File: src/rtl/core/eqs_pkg.sv
`default_nettype none
package eqs_pkg;

  localparam int AngleBits   = 24;
  localparam int CordicIters = 18;
  localparam int CordicW     = 34;
  localparam int IdxW        = 12;
  localparam int ColStepW    = 25;
  localparam int RowStepW    = 24;
  localparam int CoordW      = 16;
  localparam int ProdW       = CordicW * 2;

  localparam logic signed [CordicW-1:0] CordicGain = 34'sd652032874;

  typedef enum logic [2:0] {
    REG_COL_STEP = 3'd0,
    REG_ROW_STEP = 3'd1,
    REG_AXIS_X   = 3'd2,
    REG_AXIS_Y   = 3'd3,
    REG_AXIS_Z   = 3'd4,
    REG_CULL     = 3'd5
  } cfg_reg_t;

  typedef struct packed {
    logic [11:0] column;
    logic [11:0] row;
    logic [7:0]  red;
    logic [7:0]  green;
    logic [7:0]  blue;
  } in_beat_t;

  typedef struct packed {
    logic signed [15:0] sphere_x;
    logic signed [15:0] sphere_y;
    logic signed [15:0] sphere_z;
    logic [7:0]         out_red;
    logic [7:0]         out_green;
    logic [7:0]         out_blue;
    logic               visible;
  } out_beat_t;

  typedef struct packed {
    logic [ColStepW-1:0] col_step;
    logic [RowStepW-1:0] row_step;
    logic signed [15:0]  axis_x;
    logic signed [15:0]  axis_y;
    logic signed [15:0]  axis_z;
    logic signed [15:0]  cull;
  } cfg_t;

  // cordic element: rotation state for one angle
  typedef struct packed {
    logic signed [CordicW-1:0] x;
    logic signed [CordicW-1:0] y;
    logic signed [CordicW-1:0] z;
    logic                      neg;
  } cordic_t;

  function automatic logic signed [CordicW-1:0] atan_entry(input logic [4:0] i);
    logic signed [CordicW-1:0] v;
    case (i)
      5'd0:  v = 34'sd536870912;
      5'd1:  v = 34'sd316933406;
      5'd2:  v = 34'sd167458907;
      5'd3:  v = 34'sd85004756;
      5'd4:  v = 34'sd42667331;
      5'd5:  v = 34'sd21354465;
      5'd6:  v = 34'sd10680862;
      5'd7:  v = 34'sd5340245;
      5'd8:  v = 34'sd2670163;
      5'd9:  v = 34'sd1335087;
      5'd10: v = 34'sd667544;
      5'd11: v = 34'sd333772;
      5'd12: v = 34'sd166886;
      5'd13: v = 34'sd83443;
      5'd14: v = 34'sd41722;
      5'd15: v = 34'sd20861;
      5'd16: v = 34'sd10430;
      5'd17: v = 34'sd5215;
      default: v = '0;
    endcase
    return v;
  endfunction

  // round half up at bit s, clamp to +-2^14
  function automatic logic signed [CoordW-1:0] rnd_clamp(input logic signed [ProdW-1:0] v,
                                                          input logic [5:0] s);
    logic signed [ProdW-1:0] r;
    r = (v + (ProdW'(1) <<< (s - 6'd1))) >>> s;
    if (r > ProdW'(16384)) r = ProdW'(16384);
    if (r < -ProdW'(16384)) r = -ProdW'(16384);
    return r[CoordW-1:0];
  endfunction

  function automatic cordic_t cordic_init(input logic [AngleBits-1:0] p);
    cordic_t c;
    logic [31:0] ph;
    ph = {p, {(32-AngleBits){1'b0}}};
    c.neg = (ph[31:30] == 2'b01) || (ph[31:30] == 2'b10);
    if (c.neg) ph = ph + 32'h8000_0000;
    c.x = CordicGain;
    c.y = '0;
    c.z = CordicW'(signed'(ph));
    return c;
  endfunction

endpackage
`default_nettype wire

File: src/rtl/core/eqs_cfg_regs.sv
`default_nettype none
module eqs_cfg_regs
  import eqs_pkg::*;
(
  input  wire logic        clk,
  input  wire logic        rst_n,
  input  wire logic        cfg_we,
  input  wire logic [2:0]  cfg_index,
  input  wire logic [24:0] cfg_wdata,
  output cfg_t             cfg
);
  cfg_t cfg_r, cfg_nxt;
  always_comb begin
    cfg_nxt = cfg_r;
    if (cfg_we) begin
      unique case (cfg_index)
        REG_COL_STEP: cfg_nxt.col_step = cfg_wdata;
        REG_ROW_STEP: cfg_nxt.row_step = cfg_wdata[RowStepW-1:0];
        REG_AXIS_X:   cfg_nxt.axis_x = cfg_wdata[15:0];
        REG_AXIS_Y:   cfg_nxt.axis_y = cfg_wdata[15:0];
        REG_AXIS_Z:   cfg_nxt.axis_z = cfg_wdata[15:0];
        REG_CULL:     cfg_nxt.cull = cfg_wdata[15:0];
        default: ;
      endcase
    end
  end
  always_ff @(posedge clk) begin
    if (!rst_n) begin
      cfg_r.col_step <= 25'd4096;
      cfg_r.row_step <= 24'd4096;
      cfg_r.axis_x   <= 16'sd0;
      cfg_r.axis_y   <= 16'sd0;
      cfg_r.axis_z   <= 16'sd16384;
      cfg_r.cull     <= -16'sd1638;
    end else begin
      cfg_r <= cfg_nxt;
    end
  end
  assign cfg = cfg_r;
endmodule
`default_nettype wire

File: config.mk
export PLATFORM = sky130hd
export DESIGN_NAME = eqs_cfg_regs
export DESIGN_NICKNAME = d
export VERILOG_FILES = /design/src/rtl/core/eqs_pkg.sv /design/src/rtl/core/eqs_cfg_regs.sv
export SDC_FILE = /design/constraint.sdc
export NUM_CORES = 1
export LEC_CHECK = 0
export ABC_AREA = 1
export BUFFER_PORTS_ARGS = -buffer_cell sky130_fd_sc_hd__buf_2
export CAP_MARGIN = 20
export CORE_ASPECT_RATIO = 2
export CORE_MARGIN = 2
export CORE_UTILIZATION = 51
export DETAILED_ROUTE_END_ITERATION = 16
export PLACE_DENSITY_LB_ADDON = 0.05
export SYNTH_ARGS = -nofsm -noshare
export SYNTH_HDL_FRONTEND = slang
export SYNTH_SLANG_ARGS = --single-unit
File: constraint.sdc
create_clock -name clk -period 1.1 [get_ports clk]
set_input_delay 0.055 -clock clk [delete_from_list [all_inputs] [get_ports clk]]
set_output_delay 0.055 -clock clk [all_outputs]
set_load 0.005 [all_outputs]
==> results.py <==
metrics = {
    "synth": {
        "ys_seq_area_frac": 0.502,
        "syn_area_per_cell_um2": 7.02,
        "ys_types": 14,
        "synth.largest_area_cell": "dfxtp_1",
        "synthFlopType": "dfxtp_1",
        "ys_seq_elements": 113,
        "synth_area_um2": 4510,
        "synth_top_area_share": 0.502,
        "yosysWarningCount": 0,
        "synthTopCellsByArea": "dfxtp_1, nor2_1, nand3_1",
        "yosysMostFrequentCell": "nor2_1",
        "syn-num-nets": 673,
        "yosys-top-cells-count": "nor2_1, nand2_1, dfxtp_1, nand3_1, inv_1",
        "ys_async_sr_fraction": 0,
        "netlist_instances": 642,
        "synth_edf_count": 0,
    },
    "layout": {
        "antenna_cells": 0,
        "largest_reg_flops": 113,
        "drive_gt1_frac": 0.248,
        "nets": 829,
        "syn_to_final_growth_pct": 37.0,
        "final_cells": 910,
        "post-route-util": 0.719,
    },
    "power_and_ir_drop": {
        "power.leakage_nw": 3.07,
        "finalPower_mw": 10.7,
        "powerDensity_nw_per_um2": 1730,
        "ir_drop_uv": 1150,
    },
    "clocking": {
        "cts_tree": "built",
        "cts_resized": 0,
        "cts.sinks": 113,
        "root_buffer": "clkbuf_16",
        "clk_pin_slew_worst_paths_ps": 50,
        "post_cts_buffers": 0,
        "numCtsBuffers": 17,
        "clk_latency_ps": 400,
        "clk_path_buf_depth": 2,
        "htree_levels": 4,
    },
    "setup_path": {
        "critPathBufInv": 3,
        "worstPathArrival_ps": 1310,
        "worstReg2RegStart": "cfg[67]",
        "regToRegSetupSlack_ps": 490,
        "worstSetupStartpoint": "rst_n",
        "worstPathCellList": "dlygate4sd3_1 -> buf_4 -> buf_12 -> nand2_1 -> nor2_1",
        "path_depth": 5,
        "rr_worst_depth": 2,
        "crit_type": "input pin to flop",
        "crit_path_end": "cfg[51]",
        "cp-end-kind": "flop",
        "cp-start-kind": "input pin",
        "path_max_fanout": 51,
        "cp_slowest_cell": "dlygate4sd3_1",
        "worstReg2RegEnd": "cfg[67]",
        "required_ps": 1440,
        "crit_family": "buffers and inverters",
        "cpPeakStageDelay_ps": 540,
    },
    "min_path": {
        "min_path_type": "input pin to flop",
    },
    "routing": {
        "wl_per_cell_um": 14.9,
        "drt_pass1_iterations": 5,
        "wirelength_um": 13600,
        "drc_errors": 0,
        "ant_nets": 0,
        "num_vias": 4664,
        "avgViaCountPerCell": 5.13,
        "drt_iter0_drc": 380,
    },
    "floorplan": {
        "pin_count": 144,
        "core_um2": 8590,
        "initial_core_util": 0.525,
        "rows": 48,
        "dieHeight_um": 137,
        "fp.dieW_um": 70.5,
        "die_area_um2": 9650,
    },
    "place": {
        "dp_hpwl_um": 9170,
        "io_buffers": 143,
        "pre_cts_ws_ps": 37.6,
        "place_inst": 860,
        "place_congestion": 0.913,
    },
    "timing": {
        "max_slew_margin": 0.702,
        "skew_ps": 0,
        "worst_pin_slew_ps": 446,
        "setup_viol": 0,
        "min_period_over_period": 0.889,
        "layout_min_cycle_time_ps": 978,
        "finalHoldViolations": 0,
        "rsz0062_at_grt": "false",
        "slew_violations": 0,
        "layout_setup_ws_ps": 122,
        "fmax_ghz": 1.02,
        "tns_ps": 0,
    },
    "global_route": {
        "grt_pass1_vias": 4309,
        "track_usage": 0.285,
        "grt_max_degree": 52,
        "grt_pass1_wl_um": 20900,
        "antenna_found_initial": 0,
        "overflow": 0,
    },
    "run_status": {
        "status": "completed",
    },
    "job": {
        "drv_cap": 0,
    },
}
-- power by group --
| part | total, mW | internal, mW | switching [mW] | leakage [nW] |
|---|---|---|---|---|
| registers | 4.32 | 4.25 | 0.0767 | 0.919 |
| logic | 1.04 | 0.418 | 0.619 | 1.86 |
| clock network | 5.35 | 3.61 | 1.74 | 0.290 |
-- worst min-delay path by stage --
stage | start | endpoint | slack (ps) | depth (start not counted)
after detailed placement | cfg_wdata[11] | cfg[11] | 290 | 3
after CTS | cfg_wdata[19] | cfg[107] | 4 | 5
after floorplan | cfg_wdata[12] | cfg[100] | 170 | 2
final | cfg_wdata[19] | cfg[107] | 10 | 5
after global routing | cfg_wdata[19] | cfg[83] | 30 | 5
after global placement | cfg_wdata[11] | cfg[11] | 290 | 3
-- worst register-to-register path, delay by kind of cell (launching register included) --
family / cells / cell delay (ps)
flip-flops: 1 / 330
AND/OR/NAND/NOR: 2 / 180
-- repair_timing --
item / in CTS / in global routing
endpoints found under the hold margin: 32 / 0
hold buffers: 19 / 0
setup endpoints to repair: 0 / 0
-- per-stage QoR --
stage | hold slack [ps] | cell area, um^2
final | 12.0 | 6170
after global placement | 286 | 5400
after global routing | 27.0 | 6170
after CTS | 4.09 | 6170
after detailed placement | 295 | 5400
after floorplan | 168 | 4510
-- per-layer routing --
metal,global-route usage,vias up,share of wire
met1,0.304,2106,0.37
met5,0,-,0
met4,0.199,0,0.060
met2,0.488,198,0.51
met3,0.0685,55,0.065
li1,-,2305,-
-- cell usage in the layout (no fill, tap or decap) --
cell,n
clkbuf_8,5
buf_4,5
clkbuf_16,17
buf_12,11
nand3_1,113
nand2_1,132
inv_2,4
dlygate4sd3_1,19
nand2_2,2
dfxtp_1,113
o21ai_0,1
clkinv_2,3
inv_1,27
buf_2,142
nor2_1,200
clkbuf_1,4
nor2_2,3
bufinv_16,2
nor2_4,7
-- layout make-up --
type	instances	area, um^2
clock buffer	26	509
timing repair buffer	177	1160
sequential	113	2260
fill	730	2410
tap	100	125
clock inverter	5	75.1
inverter	31	116
multi-input combinational	458	1930
-- cells by family after synthesis --
kind of cell | Yosys count | synth area share
AO/OA/AOI/OAI | 1 | 0.00111
buffers and inverters | 71 | 0.0727
flip-flops | 113 | 0.502
AND/OR/NAND/NOR | 457 | 0.424
(Power assumes the default switching activity.)
