<file path="config.mk">
export PLATFORM = sky130hd
export DESIGN_NAME = eqs_cordic_step
export DESIGN_NICKNAME = d
export VERILOG_FILES = /design/src/rtl/core/eqs_pkg.sv /design/src/rtl/core/eqs_cordic_step.sv
export SDC_FILE = /design/constraint.sdc
export NUM_CORES = 1
export LEC_CHECK = 0
export BUFFER_PORTS_ARGS = -buffer_cell sky130_fd_sc_hd__buf_4
export CORE_UTILIZATION = 43
export DETAILED_ROUTE_END_ITERATION = 8
export PLACE_DENSITY = 0.77
export SLEW_MARGIN = 20
export SYNTH_ARGS = -nofsm -noshare
export SYNTH_HDL_FRONTEND = slang
export SYNTH_SLANG_ARGS = --single-unit
</file>
<file path="constraint.sdc">
create_clock -name vclk -period 7.2
set_clock_uncertainty 0.15 [all_clocks]
set_input_delay 1.08 -clock vclk [all_inputs]
set_output_delay 1.08 -clock vclk [all_outputs]
set_load 0.005 [all_outputs]
</file>
<file path="src/rtl/core/eqs_pkg.sv">
`default_nettype none
package eqs_pkg;

  localparam int AngleBits   = 24;
  localparam int CordicIters = 18;
  localparam int CordicW     = 34;
  localparam int IdxW        = 12;
  localparam int ColStepW    = 25;
  localparam int RowStepW    = 24;
  localparam int CoordW      = 16;
  localparam int ProdW       = CordicW * 2;

  localparam logic signed [CordicW-1:0] CordicGain = 34'sd652032874;

  typedef enum logic [2:0] {
    REG_COL_STEP = 3'd0,
    REG_ROW_STEP = 3'd1,
    REG_AXIS_X   = 3'd2,
    REG_AXIS_Y   = 3'd3,
    REG_AXIS_Z   = 3'd4,
    REG_CULL     = 3'd5
  } cfg_reg_t;

  typedef struct packed {
    logic [11:0] column;
    logic [11:0] row;
    logic [7:0]  red;
    logic [7:0]  green;
    logic [7:0]  blue;
  } in_beat_t;

  typedef struct packed {
    logic signed [15:0] sphere_x;
    logic signed [15:0] sphere_y;
    logic signed [15:0] sphere_z;
    logic [7:0]         out_red;
    logic [7:0]         out_green;
    logic [7:0]         out_blue;
    logic               visible;
  } out_beat_t;

  typedef struct packed {
    logic [ColStepW-1:0] col_step;
    logic [RowStepW-1:0] row_step;
    logic signed [15:0]  axis_x;
    logic signed [15:0]  axis_y;
    logic signed [15:0]  axis_z;
    logic signed [15:0]  cull;
  } cfg_t;

  // cordic element: rotation state for one angle
  typedef struct packed {
    logic signed [CordicW-1:0] x;
    logic signed [CordicW-1:0] y;
    logic signed [CordicW-1:0] z;
    logic                      neg;
  } cordic_t;

  function automatic logic signed [CordicW-1:0] atan_entry(input logic [4:0] i);
    logic signed [CordicW-1:0] v;
    case (i)
      5'd0:  v = 34'sd536870912;
      5'd1:  v = 34'sd316933406;
      5'd2:  v = 34'sd167458907;
      5'd3:  v = 34'sd85004756;
      5'd4:  v = 34'sd42667331;
      5'd5:  v = 34'sd21354465;
      5'd6:  v = 34'sd10680862;
      5'd7:  v = 34'sd5340245;
      5'd8:  v = 34'sd2670163;
      5'd9:  v = 34'sd1335087;
      5'd10: v = 34'sd667544;
      5'd11: v = 34'sd333772;
      5'd12: v = 34'sd166886;
      5'd13: v = 34'sd83443;
      5'd14: v = 34'sd41722;
      5'd15: v = 34'sd20861;
      5'd16: v = 34'sd10430;
      5'd17: v = 34'sd5215;
      default: v = '0;
    endcase
    return v;
  endfunction

  // round half up at bit s, clamp to +-2^14
  function automatic logic signed [CoordW-1:0] rnd_clamp(input logic signed [ProdW-1:0] v,
                                                          input logic [5:0] s);
    logic signed [ProdW-1:0] r;
    r = (v + (ProdW'(1) <<< (s - 6'd1))) >>> s;
    if (r > ProdW'(16384)) r = ProdW'(16384);
    if (r < -ProdW'(16384)) r = -ProdW'(16384);
    return r[CoordW-1:0];
  endfunction

  function automatic cordic_t cordic_init(input logic [AngleBits-1:0] p);
    cordic_t c;
    logic [31:0] ph;
    ph = {p, {(32-AngleBits){1'b0}}};
    c.neg = (ph[31:30] == 2'b01) || (ph[31:30] == 2'b10);
    if (c.neg) ph = ph + 32'h8000_0000;
    c.x = CordicGain;
    c.y = '0;
    c.z = CordicW'(signed'(ph));
    return c;
  endfunction

endpackage
`default_nettype wire

</file>
<file path="src/rtl/core/eqs_cordic_step.sv">
`default_nettype none
module eqs_cordic_step
  import eqs_pkg::*;
(
  input  wire logic [4:0] shift,
  input  cordic_t         a,
  output cordic_t         b
);
  logic signed [CordicW-1:0] dx, dy, at;
  always_comb begin
    dx = a.y >>> shift;
    dy = a.x >>> shift;
    at = atan_entry(shift);
    b.neg = a.neg;
    if (!a.z[CordicW-1]) begin
      b.x = a.x - dx;
      b.y = a.y + dy;
      b.z = a.z - at;
    end else begin
      b.x = a.x + dx;
      b.y = a.y - dy;
      b.z = a.z + at;
    end
  end
endmodule
`default_nettype wire

</file>
==> flow_summary.toml, run 1 <==
[grt]
grt_pass1_wl_um = 99900
grt_pass1_vias = 17500
grt_use_total = 0.424
grt_max_degree = 51
overflow = 0
antenna_found_initial = 1

[layout]
final_core_util = 0.722
layout_commonest_cell = "buf_4"
drive_gt1_frac = 0.495
stdcell_count = 2877
clock_buffers = 0
area_delta_synth_final_pct = 64.6
mostFrequentLayoutCells = "buf_4, nand2_1, nor2_1, a21oi_1, ha_1"
fin_area_mm2 = 0.0208
num-nets-final = 2715
regArea_um2 = 0
seq_cell_count = 0

[setup_path]
startpoint_type = "input pin"
cp.depth = 30
crit_type = "in -> out"
crit_fanout = 6
crit_top_cell = "buf_12"
arrival_ps = 6520
path_delay_family = "compound AO/OA/AOI/OAI gates"
critPathMaxStageDelay_ps = 550
endpoint_kind = "primary output"
cpMaxStageDelayCell = "mux4_2"
critical_path_buf_inv_count = 9
worst_ep_required_time_ps = 5970

[yosys]
synth_seq_area_share = 0
synth_warnings = 0
synthTopCellsByArea = "ha_1, mux4_2, xnor2_1"
ys_types = 103
synth_top_area_share = 0.109
synthesis.nets = 1883
syn_area_mm2 = 0.0127
yosysTopAreaCell = "ha_1"
synthCells = 1662
synth.avg_cell_area_um2 = 7.62

[die]
initial_utilization = 0.439
die_h_um = 174
rows = 62
dieArea_mm2 = 0.0301
die_w_um = 174
core_mm2 = 0.0289
ios = 211

[timing]
fmax_ghz = 0.129
worstMarginPinSlew_ps = 879
fin_crit_sh = 1.08
fin_crit_ps = 7750
rsz0062_at_grt = "true"
setup_viol = 20
final.setup.worst_slack_ps = -552
slew_headroom = 0.409
hold_viol_final = 0
slew_viol_final = 0

[min_path]
hp-start = "a[0]"
whs_path_depth = 0
hp-class = "in -> out"
hold_end = "b[0]"

[power_and_ir_drop]
leakage_nw = 9.89
p_clk_frac = 0
power_frac_comb = 1.000
p_seq_frac = 0
ir_worst_vdd_mv = 0.153
swShare = 0.479
p_sw_mw = 1.50
powerDensity_mw_per_mm2 = 150
p_int_mw = 1.63

[detailed_routing]
drc = 0
drt_iter0_drc = 1609
antenna_left = 0
firstDrtPassIters = 5
wl_per_cell_um = 24.1
drt-vias-per-instance = 6.25
wl_um = 69200
vias = 18000

[job]
drv_cap = 0

[place]
placed_cells = 2796
hpwl_um = 54300
placement.io_buffers = 209
dpl-instance-area_mm2 = 0.0189
preCtsSetupSlack_ps = -787
gp_congestion = 1.05

[outcome]
status = "finished with violations"
violations = "setup timing"
[cell usage after synthesis (all sizes together), types with 24 or more instances]
cell type and number:
xnor2 102, mux2 40, nand2 148, buf 63, o21a 33, inv 37
a21oi 149, mux4 66, o21ai 81, xor2 78, nand2b 27, nor2 145
clkbuf 40, nand3 27, a211oi 24, nor3 36, a31oi 35, mux2i 57
a21o 59, ha 110
[how the worst max path moves through the flow]
stage,start,to,slack [ps]
after floorplan,shift[2],b[34],10
after global placement,shift[0],b[102],-830
after global routing,shift[0],b[68],-650
final,shift[0],b[68],-550
after detailed placement,shift[0],b[102],-790
after CTS,shift[0],b[101],-230
[stage by stage]
| step | TNS, ps | power [mW] | hold WS, ps |
|---|---|---|---|
| 2_1_floorplan | 0 | 1.31 | 2090 |
| 3_3_place_gp | -11460 | 2.69 | 2010 |
| 3_5_place_dp | -13080 | 2.73 | 2010 |
| 4_1_cts | -1340 | 2.86 | 2010 |
| 5_1_grt | -9360 | 3.30 | 2010 |
| 6_report | -4830 | 3.12 | 2010 |
[power by group through the flow]
stage	combinational (mW)	sequential (mW)	clock, mW
after floorplan	1.31	0	0
after global placement	2.69	0	0
after detailed placement	2.73	0	0
after CTS	2.86	0	0
after global routing	3.30	0	0
final	3.12	0	0.0000000448
[metal layers]
metal	wire length [um]	part of all wire	global-route usage	vias up
li1	-	-	-	8005
met1	26000	0.38	0.507	8521
met3	6440	0.093	0.0717	329
met2	31400	0.45	0.710	1136
met4	5390	0.078	0.256	2
met5	13	0.00019	0	-
[kinds of logic (layout without fill, tap and decap cells)]
logic type	after synthesis	count (layout)	synth area share
xor gates and xnor gates	180	180	0.124
and+or+nand+nor	499	499	0.190
other	0	1	0
buffers and inverters	142	972	0.0680
AOI/OAI and AO/OA	565	565	0.301
muxes	163	163	0.203
adders and majority gates	113	113	0.113
[layout make-up]
class | instances | area, um2
inverters | 39 | 151
repair buffers | 933 | 7350
fillers | 2259 | 8020
well taps | 384 | 480
multi-input cells | 1520 | 12900
diodes | 1 | 2.50
[timing repair]
action                     4_1_cts  5_1_grt
gates cloned                     2        0
buffers inserted                31       54
hold buffers                     0        0
hold endpoints to repair         0        0
pin swaps                       68      126
gates resized for setup        131      172
setup endpoints to repair       43       44
Note: power is estimated with default switching activity, not from simulation.
==> run 2, diff against run 1 <==
--- a/config.mk
+++ b/config.mk
@@ -8,7 +8,7 @@
 export BUFFER_PORTS_ARGS = -buffer_cell sky130_fd_sc_hd__buf_4
 export CORE_UTILIZATION = 43
 export DETAILED_ROUTE_END_ITERATION = 8
-export PLACE_DENSITY = 0.77
+export PLACE_DENSITY = 0.75
 export SLEW_MARGIN = 20
 export SYNTH_ARGS = -nofsm -noshare
 export SYNTH_HDL_FRONTEND = slang
==> constraint.sdc (replaced) <==
create_clock -name vclk -period 7.43
set_clock_uncertainty 0.15 [all_clocks]
set_input_delay 1.1145 -clock vclk [all_inputs]
set_output_delay 1.1145 -clock vclk [all_outputs]
set_load 0.005 [all_outputs]
==> flow_summary.toml, run 2 (same netlist as run 1, synthesis figures left out) <==
[outcome]
status = "finished with violations"
violations = "setup timing"

[grt]
busiest_layer = "met2"
gr-usage-met2 = 0.648
overflow = 0
grt_pass1_wl_um = 94300
grt_use_met1 = 0.488
antenna_found_initial = 0
grt_pass1_vias = 16700
grt_max_degree = 29
grt_use_total = 0.395
gr-usage-met3 = 0.0610

[timing]
tns_ps = -842
slew_headroom = 0.439
fin_crit_ps = 7660
worstMarginPinSlew_ps = 833
setup_viol = 7
fmax_ghz = 0.131
fin_crit_sh = 1.03
rsz0062_at_grt = "true"
hold_viol_final = 0
slew_viol_final = 0
final.setup.worst_slack_ps = -232

[power_and_ir_drop]
power_frac_comb = 1.000
p_seq_frac = 0
powerDensity_mw_per_mm2 = 142
p_sw_mw = 1.33
swShare = 0.478
p_clk_frac = 0
leakage_nw = 9.22
ir_worst_vdd_mv = 0.122
p_int_mw = 1.46

[layout]
mostFrequentLayoutCells = "buf_4, nand2_1, nor2_1, a21oi_1, ha_1"
stdcell_count = 2750
final_core_util = 0.682
num-nets-final = 2589
multi_input_area_mm2 = 0.0126
seq_cell_count = 0
diodes = 0
drive_gt1_frac = 0.459
fin_area_mm2 = 0.0197
fillers = 2358
clock_buffers = 0
area_delta_synth_final_pct = 55.4
regArea_um2 = 0
layout_commonest_cell = "buf_4"

[die]
die_h_um = 174
rows = 62
ios = 211
core_mm2 = 0.0289
initial_utilization = 0.439
dieArea_mm2 = 0.0301
die_w_um = 174

[min_path]
hold_end = "b[0]"
whs_path_depth = 0
hp-class = "in -> out"
hp-start = "a[0]"

[setup_path]
worst_ep_required_time_ps = 6170
crit_type = "in -> out"
arrival_ps = 6400
cpMaxStageDelayCell = "or4_1"
startpoint_type = "input pin"
endpoint_kind = "primary output"
critPathMaxStageDelay_ps = 530
path_delay_family = "compound AO/OA/AOI/OAI gates"
critical_path_buf_inv_count = 5
crit_fanout = 6

[detailed_routing]
drt-vias-per-instance = 6.32
firstDrtPassIters = 9
wl_um = 63600
vias = 17400
antenna_left = 0
wl_per_cell_um = 23.1
drt_iter0_drc = 1780
drc = 0

[place]
placed_cells = 2681
placement.io_buffers = 209
hpwl_um = 50100
gp_congestion = 1.15
dpl-instance-area_mm2 = 0.0181

[job]
drv_cap = 0
[run 2: cell types whose count changed in the layout (fill, tap and decap cells not counted), moves of 4 or more]
cell / previous run / this run
buf_6: 30 / 22
a21oi_1: 117 / 124
buf_4: 885 / 766
mux2_2: 36 / 32
nand2_4: 4 / 0
mux2i_1: 52 / 48
nand2_2: 3 / 10
mux2_4: 4 / 8
clkbuf_16: 0 / 4
a21oi_2: 27 / 22
[run 2: area by class of cell]
type / count / share of cell area
Inverter: 39 / 0.00757
Multi-Input combinational cell: 1520 / 0.643
Tap cell: 384 / 0.0244
Timing Repair Buffer: 807 / 0.325
[run 2: worst max path at each step]
stage | from | cells past startpoint | slack (ps) | to
after floorplan | shift[2] | 28 | 30 | b[34]
after global placement | shift[0] | 27 | -400 | b[68]
after detailed placement | shift[0] | 23 | -490 | b[102]
after CTS | shift[0] | 25 | -50 | b[101]
after global routing | shift[0] | 25 | -350 | b[101]
final | shift[0] | 25 | -230 | b[101]
[run 2: per-stage QoR]
step	hold WS (ps)	setup slack (ps)	power [mW]
6_report	2080	-232	2.79
2_1_floorplan	2160	27.5	1.27
4_1_cts	2080	-50.9	2.58
3_3_place_gp	2080	-400	2.45
5_1_grt	2080	-346	2.97
3_5_place_dp	2080	-491	2.50
[run 2: what timing repair did]
item                                    4_1_cts  5_1_grt
pin swaps                                    25       94
buffers inserted                             25       40
hold buffers                                  0        0
gates resized for setup                      86      176
endpoints found under the setup margin       25       38
gates cloned                                  2        4
[run 2: routing by layer]
metal  wire length, um  part of all wire
met1             24000              0.38
met2             28700              0.45
met3              6300             0.099
met4              4580             0.072
met5                 0                 0
[run 2: power groups by stage]
| stage | Combinational [mW] | Sequential [mW] | Clock, mW |
|---|---|---|---|
| floorplan | 1.27 | 0 | 0 |
| global placement | 2.45 | 0 | 0 |
| detailed placement | 2.50 | 0 | 0 |
| CTS | 2.58 | 0 | 0 |
| global route | 2.97 | 0 | 0 |
| finish | 2.79 | 0 | 0 |
